`config.mk`:
```
export PLATFORM = sky130hd
export DESIGN_NAME = gbnms_front
export DESIGN_NICKNAME = d
export VERILOG_FILES = /design/src/rtl/core/gbnms_pkg.sv /design/src/rtl/core/gbnms_front.sv
export SDC_FILE = /design/constraint.sdc
export NUM_CORES = 1
export LEC_CHECK = 0
export BUFFER_PORTS_ARGS = -buffer_cell sky130_fd_sc_hd__buf_2
export CORE_UTILIZATION = 50
export DETAILED_ROUTE_END_ITERATION = 7
export HOLD_SLACK_MARGIN = 0.03
export PLACE_DENSITY_LB_ADDON = 0.25
export SYNTH_ARGS = -nofsm -noshare
export SYNTH_HDL_FRONTEND = slang
export SYNTH_SLANG_ARGS = --single-unit
```
`constraint.sdc`:
```
create_clock -name clk -period 6.6 [get_ports clk]
set_input_delay 1.32 -clock clk [delete_from_list [all_inputs] [get_ports clk]]
set_output_delay 1.32 -clock clk [all_outputs]
set_load 0.01 [all_outputs]
```
`src/rtl/core/gbnms_pkg.sv`:
```
package gbnms_pkg;

    localparam int MAX_KEPT  = 256;
    localparam int MAX_BOXES = 4096;
    localparam int KEPT_W    = $clog2(MAX_KEPT);
    localparam int COUNT_W   = $clog2(MAX_KEPT + 1);
    localparam int INDEX_CAP = (MAX_BOXES - 1 < 4095) ? MAX_BOXES - 1 : 4095;

    localparam logic REG_IOU_THRESHOLD  = 1'b0;
    localparam logic REG_CLASS_AGNOSTIC = 1'b1;

    typedef struct packed {
        logic signed [15:0] x;
        logic signed [15:0] y;
        logic [15:0]        w;
        logic [15:0]        h;
        logic [7:0]         cls;
        logic [31:0]        area;
        logic               last;
        logic [11:0]        index;
    } box_t;

endpackage

```
`src/rtl/core/gbnms_front.sv`:
```
module gbnms_front
    import gbnms_pkg::*;
(
    input  logic               clk,
    input  logic               rst_n,
    input  logic               in_valid,
    output logic               in_ready,
    input  logic signed [15:0] box_x,
    input  logic signed [15:0] box_y,
    input  logic [15:0]        box_width,
    input  logic [15:0]        box_height,
    input  logic [7:0]         class_label,
    input  logic               last_box,
    output logic               q_valid,
    input  logic               q_ready,
    output box_t               q_data
);

    localparam int Q_DEPTH = 2;

    // stage: index and area
    logic        s_valid_reg;
    box_t        s_data_reg;
    logic [11:0] counter_reg;
    logic [11:0] counter_next;

    box_t        fifo_reg [Q_DEPTH];
    logic [1:0]  fill_reg;
    logic        wr_ptr_reg;
    logic        rd_ptr_reg;
    logic        push;
    logic        pop;
    logic        s_move;

    assign push     = s_valid_reg && (fill_reg != 2'(Q_DEPTH));
    assign pop      = q_valid && q_ready;
    assign s_move   = !s_valid_reg || push;
    assign in_ready = s_move;
    assign q_valid  = (fill_reg != 2'd0);
    assign q_data   = fifo_reg[rd_ptr_reg];

    always_comb
    begin
        counter_next = counter_reg;
        if (in_valid && in_ready)
        begin
            if (last_box)
                counter_next = 12'd0;
            else if (counter_reg < 12'(INDEX_CAP))
                counter_next = counter_reg + 12'd1;
        end
    end

    always_ff @(posedge clk or negedge rst_n)
    begin
        if (!rst_n)
        begin
            s_valid_reg <= 1'b0;
            counter_reg <= 12'd0;
            fill_reg    <= 2'd0;
            wr_ptr_reg  <= 1'b0;
            rd_ptr_reg  <= 1'b0;
        end
        else
        begin
            counter_reg <= counter_next;
            if (s_move)
                s_valid_reg <= in_valid;
            if (push)
                wr_ptr_reg <= ~wr_ptr_reg;
            if (pop)
                rd_ptr_reg <= ~rd_ptr_reg;
            fill_reg <= fill_reg + {1'b0, push} - {1'b0, pop};
        end
    end

    always_ff @(posedge clk)
    begin
        if (s_move && in_valid)
        begin
            s_data_reg.x     <= box_x;
            s_data_reg.y     <= box_y;
            s_data_reg.w     <= box_width;
            s_data_reg.h     <= box_height;
            s_data_reg.cls   <= class_label;
            s_data_reg.area  <= box_width * box_height;
            s_data_reg.last  <= last_box;
            s_data_reg.index <= counter_reg;
        end
        if (push)
            fifo_reg[wr_ptr_reg] <= s_data_reg;
    end

endmodule

```
Yosys cells after proc, flatten, opt, wreduce, memory -nomap -nowiden
Memories as Yosys holds them, arrays and structs flattened.
Cells that the tools add are included.
Storage, ports and cells
  memories: 1
  memory bits (read-only): 0
  bits in latches: 0
  input bits: 77
  logic and storage cells: 34
  register bits after elaboration: 134
  output and inout bits: 119
  bits in writable memories: 234
Operators by class
  order comparisons: 1
  reductions and logical operators: 8
  shifts and indexed selects: 0
  add/subtract/negate cells: 3
  bitwise operators: 2
  multiply operators: 1
  div/mod/pow operators: 0
  equal/unequal tests: 1
  mux-type cells: 4
Memory list
  fifo_reg: depth 2, width 117, read ports 1, clocked after Yosys merged registers in 0, write ports 1, line gbnms_front.sv:27  | box_t fifo_reg [Q_DEPTH];
Operators by type and width (number)
  $mul A16 B16 Y32: 1
  $mux W12: 2
  $add A12 B1 Y12 const B: 1
  $lt A12 B12 Y1 const B: 1
  $reduce_bool A2 Y1: 2
  $logic_and A1 B1 Y1: 3
  $add A2 B1 Y2: 1
  $mux W1: 2
  $ne A2 B2 Y1 const B: 1
  $not A1 Y1: 2
  $reduce_and A2 Y1: 1
  $sub A2 B1 Y2: 1
  $logic_not A1 Y1: 1
  $logic_or A1 B1 Y1: 1

Longest topological paths before layout
  depth in word-level cells: 5
  mapped depth: 21
  mapped depth without buffers: 19

Worst setup path before layout
Ideal clock, no wire load.
  path type: in2reg
  start: in box_height[1]
  end: reg s_data_reg[33] in the netlist's numbering, data pin
  setup slack: 0.021 ns
  arrival: 6.323 ns
  cell stages on the path: 18
  cells stage by stage: clkbuf_1 nand2_1 fa_1 fa_1 fa_1 fa_1 inv_1 fa_1 inv_1 fa_1 inv_1 ha_1 o21ai_0 nor2_1 o41ai_4 a21oi_2 or4_1 and4_1
Between the ends
  longest elaborated chain between the ends: 1
RTL lines
  start: declaration: line gbnms_front.sv:11  | input logic [15:0] box_height,
  $mul A16 B16 Y32: line gbnms_front.sv:86  | s_data_reg.area <= box_width * box_height;
  end: declaration: line gbnms_front.sv:23  | box_t s_data_reg;
No other way between the ends.
A chain may end at the register's enable or synchronous reset.

Worst setup path in the final report
  start: in box_height[1]
  end: reg s_data_reg[43] in the netlist's numbering, data pin
The elaborated chain is that of the path after synthesis.

==> run_results.csv <==
group,metric,value,unit
yosys,syn_inst,1603,
route,vias,12800,
clock_tree,clk_latency,540,ps
finish,fill_cells,3419,
finish,nets,2289,
yosys,async_flop_share,4.62,%
setup_path,worstSetupStartpointType,"input pin",
floorplan,die_w,209,um
setup_path,path_class,"input pin to flip-flop",
setup_path,endpoint_kind,"flip-flop",
yosys,syn_area,21500,sq um
yosys,synth_warnings,0,
finish,drive_gt1_share,26.8,%
yosys,yosysMostFrequentCell,"edfxtp_1",
timing,rsz0062_at_grt,"false",
timing,hold_viol,0,
global_routing,grt_pass1_wl,69700,um
clock_tree,cts_setup_buffers,0,
yosys,synthTopCellsByArea,"edfxtp_1, fa_1, ha_1",
setup_path,r2r_start,"fill_reg[0]",
yosys,yosysTopAreaCell,"edfxtp_1",
setup_path,critPathLaunch,"box_height[1]",
finish,area_growth,17.2,%
yosys,yosysTopAreaCellShare,49.0,%
clock_tree,cts-root-buf,"clkbuf_16",
global_routing,grt_max_degree,66,
timing,drv_slew,0,
placed_design,place.gp.congestion,0.882,
placed_design,preCtsSetupSlack,-599,ps
setup_path,arrival,6690,ps
route,first_pass_iters,5,
timing,min_period,6420,ps
setup_path,critical-path-top-delay-family,"adder cells",
floorplan,ios,196,
run_status,outcome,"finished clean",
timing,finalCritPeriodShare,97.3,%
yosys,synth.distinct_cells,53,
global_routing,grt_overflow_total,0,
finish,antenna-diode-count,0,
route,drtIter0Drc,594,
timing,setup_tns,0,ps
placed_design,dp_cells,2409,
route,wl_per_cell,17.3,um
yosys,synth_edf_count,351,
job,drv_cap,0,
timing,fin_skew,20.7,ps
setup_path,path_cells,"buf_2 -> nand2_1 -> fa_1 -> fa_1 -> fa_1 -> fa_1 -> inv_1 -> fa_1 -> inv_1 -> fa_1 -> inv_1 -> ha_1 -> nand4_1 -> nor4_2 -> nor2_1 -> a2111oi_2 -> buf_4 -> nor4_1 -> xnor2_1",
clock_tree,path_clk_slew,60,ps
timing,setup_viol,0,
floorplan,fp.dieH,209,um
clock_tree,cts_max_level,2,
finish,largest_reg_flops,234,
worst_hold_path,hold_class,"flip-flop to flip-flop",
yosys,synth.avg_cell_area,13.4,sq um
worst_hold_path,min-delay-start,"s_data_reg[27]",
placed_design,dpl_cell_area,23900,sq um
floorplan,start_util,50.9,%
global_routing,grt.total_usage,20.3,%
placed_design,port_buffers,195,
clock_tree,cts_buffer_depth,3,
floorplan,rows,75,
clock_tree,cts_tree,"done",
setup_path,crit_required,6870,ps
finish,fin_cells,2480,
finish,fin_area,25200,sq um
route,drc,0,
global_routing,first_global_vias,13600,
setup_path,cp_common_cell,"fa_1",
yosys,synth_fp_nets,1981,
yosys,synth_seq_cells,368,
global_routing,antenna_found_initial,0,
setup_path,max_stage_delay,590,ps
timing,worst_slack,176,ps
timing,tightest_slew,909,ps
setup_path,crit_fanout,9,
route,via_per_inst,5.16,
yosys,yosysSeqAreaShare,51.0,%
floorplan,coreArea,42200,sq um
timing,relSlewSlack,39.4,%
yosys,synth_common_cells,"edfxtp_1, inv_1, fa_1, nand2_1, and2_1",
setup_path,cpMaxStageDelayCell,"fa_1",
timing,timing.fmax,156,MHz
floorplan,dieArea,43800,sq um
route,routed_wl,42900,um
yosys,synthFlopType,"edfxtp_1",
placed_design,dpl.hpwl,32800,um
clock_tree,cts_made_buffers,39,
route,postRouteAntennaNets,0,
setup_path,critPathBufInv,5,
clock_tree,cts.sink_count,368,
[through the flow]
stage,util [%],hold WS (ps)
after floorplan,-,421
after global placement,56.7,422
after detailed placement,56.7,429
after CTS,59.7,435
after global routing,59.7,447
final,59.7,432
[what timing repair did]
action                                  4_1_cts  5_1_grt
cloned                                        0        0
hold buffers                                  0        0
endpoints found under the setup margin        1        6
resized for setup                             1        5
[cells in the final DEF (no fill, tap or decap), types with 39 or more instances in the layout]
cell,netlist,layout
and2_1,124,124
clkbuf_16,0,39
nand2_1,174,174
mux2_2,118,118
fa_1,194,194
buf_4,2,135
ha_1,107,107
buf_2,11,194
edfxtp_1,351,351
inv_1,228,227
[layout make-up]
type | count | area (sq um) | area share (%)
clock buffer | 45 | 998 | 3.96
clock inverter | 26 | 264 | 1.05
multi-input combinational | 944 | 9450 | 37.5
sequential | 368 | 11000 | 43.5
tap | 539 | 674 | 2.68
timing repair buffer | 330 | 1990 | 7.90
inverter | 228 | 858 | 3.40
[worst register-to-register path, cell delays in order (launching register included)]
cell	delay (ps)
dfrtp_1	380
nand2b_1	140
and3_4	770
buf_4	780
[path summary, 6_finish.rpt]
check / endpoint / slack [ps] / cells after the start
min reg2reg: fifo_reg[0][27] / 430 / 0
min in group asynchronous: rd_ptr_reg / 700 / 1
max in group asynchronous: rd_ptr_reg / 5580 / 1
min: fifo_reg[0][27] / 430 / 0
max reg2reg: fifo_reg[1][80] / 4090 / 3
max: s_data_reg[43] / 180 / 19
[metal layers]
| layer | share of wire [%] | GRT usage [%] | up-vias |
|---|---|---|---|
| met3 | 4.5 | 3.31 | 40 |
| met1 | 41 | 25.8 | 6500 |
| met2 | 53 | 36.1 | 261 |
| li1 | - | - | 6000 |
| met5 | 0 | 0 | - |
| met4 | 1.4 | 4.89 | 0 |
[cells by family (layout without fill, tap and decap cells)]
group | Yosys count | count (layout) | share of synthesized area [%]
AOI/OAI and AO/OA | 92 | 92 | 2.88
xor gates and xnor gates | 36 | 36 | 1.47
adders and majority gates | 301 | 301 | 24.3
buffers and inverters | 291 | 629 | 5.18
DFF | 368 | 368 | 51.0
muxes | 118 | 118 | 6.18
and+or+nand+nor | 397 | 397 | 9.01
Power is left out: the tool's default activity adds up to more than one toggle a clock period on the data nets, which glitch-free logic cannot reach.
